$ cat src/rtl/crcdd_mod.sv
// Start-slot unit: reduces the 32-bit hash to a table index, registered on start.
// The table depth is a power of two, so the remainder is the low bits of the hash.
// Depends on nothing but its parameters.
module crcdd_mod #(
  parameter int TABLE_DEPTH = 4096
) (
  input  logic                           clk,
  input  logic                           rst,
  input  logic                           start,
  input  logic [31:0]                    value,
  output logic                           done,
  output logic [$clog2(TABLE_DEPTH)-1:0] rem
);

  localparam int IDX_W = $clog2(TABLE_DEPTH);

  // done pulses the cycle after start
  always_ff @(posedge clk) begin
    if (rst) begin
      done <= 1'b0;
    end else begin
      done <= start;
    end
  end

  // datapath, no reset needed: mask down to the index bits
  always_ff @(posedge clk) begin
    if (start) begin
      rem <= value[IDX_W-1:0];
    end
  end

endmodule

$ cat config.mk
export PLATFORM = sky130hd
export DESIGN_NAME = crcdd_mod
export DESIGN_NICKNAME = d
export VERILOG_FILES = /design/src/rtl/crcdd_mod.sv
export SDC_FILE = /design/constraint.sdc
export NUM_CORES = 1
export LEC_CHECK = 0
export ABC_AREA = 1
export BUFFER_PORTS_ARGS = -buffer_cell sky130_fd_sc_hd__buf_4
export CAP_MARGIN = 40
export CORE_MARGIN = 4
export CORE_UTILIZATION = 27
export DETAILED_ROUTE_END_ITERATION = 12
export GPL_ROUTABILITY_DRIVEN = 0
export PLACE_DENSITY = 0.75
export SETUP_SLACK_MARGIN = 0.15
export SYNTH_ARGS = -nofsm -noshare
export SYNTH_HDL_FRONTEND = slang
export SYNTH_SLANG_ARGS = --single-unit
$ cat constraint.sdc
create_clock -name clk -period 0.8 [get_ports clk]
set_clock_uncertainty 0.05 [all_clocks]
set_input_delay 0.04 -clock clk [delete_from_list [all_inputs] [get_ports clk]]
set_output_delay 0.04 -clock clk [all_outputs]
set_load 0.05 [all_outputs]
==> results.cfg <==
[pwr]
p_comb_frac = 0.233
leakagePower_nw = 0.300
ir_drop_v = 0.00108
p_per_area_mw_per_mm2 = 2220
power_frac_seq = 0.525
sw_frac_of_total = 0.275
internal_power_mw = 1.14
power_frac_clock = 0.242
switchingPower_mw = 0.432

[grt]
grt_pass1_wl_microns = 1280
grt_max_degree = 14
track_usage = 0.0909
antenna_found_initial = 0
grt_pass1_vias = 268
grt_overflow = 0

[sta]
grt_setup_unrepaired = yes
timing.final.max_slew_violations = 0
fin_crit_ps = 930
timing.final.crit_share = 1.16
fmax_ghz = 1.08
hold_ws_ps = -100
finalHoldViolations = 12
setup_viol = 13
slew_headroom = 0.891
tightest_slew_ps = 164
finalWorstSetupSlack_ps = -130

[setup_path]
path_delay_family = flip-flops
crit_buf_inv = 1
crit_path_max_fanout = 1
crit_path_top_delay_cell = edfxtp_1
cp.required_ps = 710
cp_slowest_stage_delay_ps = 410
cp-start-kind = flip-flop
cp-end-kind = output pin
crit_arrival_ps = 840
path_class = reg -> out
cp_cell_sequence = buf_6

[hold_path]
min_to = rem[1]
hp-start = value[1]
hold_class = in -> reg
worstHoldPathCells = 1

[place]
dp.final_hpwl_microns = 624
place_area_sq_um = 613
numPortBuffers = 27

[cts]
cts.sinks = 13
h-tree-depth = 1
cts_setup_buffers = 0
clk_pin_slew_ps = 70
cts-hold-fix-buffers = 1
cts_tree = done
cts_root_buf = clkbuf_4
clock_path_buffers = 2
cts_buffers = 3

[routing]
viasPerCell = 4.15
drc = 0
vias = 257
post_drt_wl_per_cell_microns = 12.8
first_iter_violations = 1
ant_nets = 0
drtPass1Iterations = 2
wirelength_microns = 793

[outcome]
violations = hold timing, setup timing
outcome = finished with violations

[synthesis]
synthCells = 15
syn_area_sq_um = 390
ys.warnings.count = 0
synth_seq_cells = 13
seq_area_frac_synth = 0.974
avgSynthCellArea_sq_um = 26.0
yosysUniqueCellTypes = 4
synth_nets = 50

[final_layout]
area_growth_pct = 81.1
final_cell_area_sq_um = 707
antennaDiodeCount = 0
drive_gt1_frac = 0.681
nFillCells = 122
nets = 83
final_common_cell = buf_4
layout_common_cells = buf_4 (14), buf_6 (12), edfxtp_1 (12)

[die]
die_y_microns = 46.0
io_pins = 48
num_rows = 13
dieArea_sq_mm = 0.00212
core_area_sq_mm = 0.00133
die_w_microns = 46.0
initial_core_util = 0.293

[flow_run]
maxCapViolCount = 0
==> per-stage QoR <==
stage                     TNS (ps)  setup WS (ps)  cells  utilization  power, mW
after detailed placement         0            138     57        0.460       1.16
after global placement           0            168     57        0.460       1.15
after CTS                    -1470           -148     62        0.523       1.59
after floorplan                  0            109     15            -       1.02
final                        -1250           -130     62        0.530       1.57
after global routing         -1890           -180     62        0.530       1.66
==> kinds of logic (layout without fill, tap and decap cells) <==
logic type             Yosys count  count (layout)  synth area share
buffers and inverters            1              33           0.00961
flip-flops                      13              13             0.974
AND/OR/NAND/NOR                  1               1            0.0160
==> synth_stat cells (all sizes together) <==
cell type  instances  share of area
inv                1         0.0096
edfxtp            12           0.92
nor2               1          0.016
dfxtp              1          0.051
==> routing by layer <==
metal  routed length (microns)  up-vias  GRT usage  share of wire
li1                          -      121          -              -
met3                       102        0     0.0474           0.13
met1                       228      121     0.0891           0.29
met5                         0        -          0              0
met4                         0        0     0.0511              0
met2                       462       15      0.151           0.58
==> final cells by class <==
class                      count  area, sq um  share of cell area
inverter                       1         3.75             0.00531
tap                           15         18.8              0.0265
clock buffer                   4         26.3              0.0372
sequential                    13          382               0.540
multi-input combinational      1         11.3              0.0159
timing repair buffer          28          265               0.375
==> what timing repair did <==
action                                  in CTS  in global routing
hold endpoints to repair                    13                 12
gates resized for setup                     13                  2
endpoints found under the setup margin      13                 14
==> registers in the layout, indices dropped and copies added (netlist names) <==
register,count
rem,12
done,1
==> how the worst max path moves through the flow <==
stage | startpoint | end | slack (ps) | cells past startpoint
3_3_place_gp | rem[10] | rem[10] | 170 | 1
2_1_floorplan | rem[0] | rem[0] | 110 | 0
5_1_grt | rem[5] | rem[5] | -180 | 1
6_report | rem[5] | rem[5] | -130 | 1
3_5_place_dp | rem[5] | rem[5] | 140 | 1
4_1_cts | rem[5] | rem[5] | -150 | 1
==> power by group through the flow <==
stage | sequential [mW] | combinational, mW | clock (mW)
6_report | 0.824 | 0.366 | 0.379
5_1_grt | 0.830 | 0.379 | 0.448
4_1_cts | 0.825 | 0.364 | 0.402
3_5_place_dp | 0.830 | 0.330 | 0
3_3_place_gp | 0.826 | 0.327 | 0
2_1_floorplan | 1.01 | 0.00283 | 0
No activity file was read; power rests on OpenSTA's default activity.
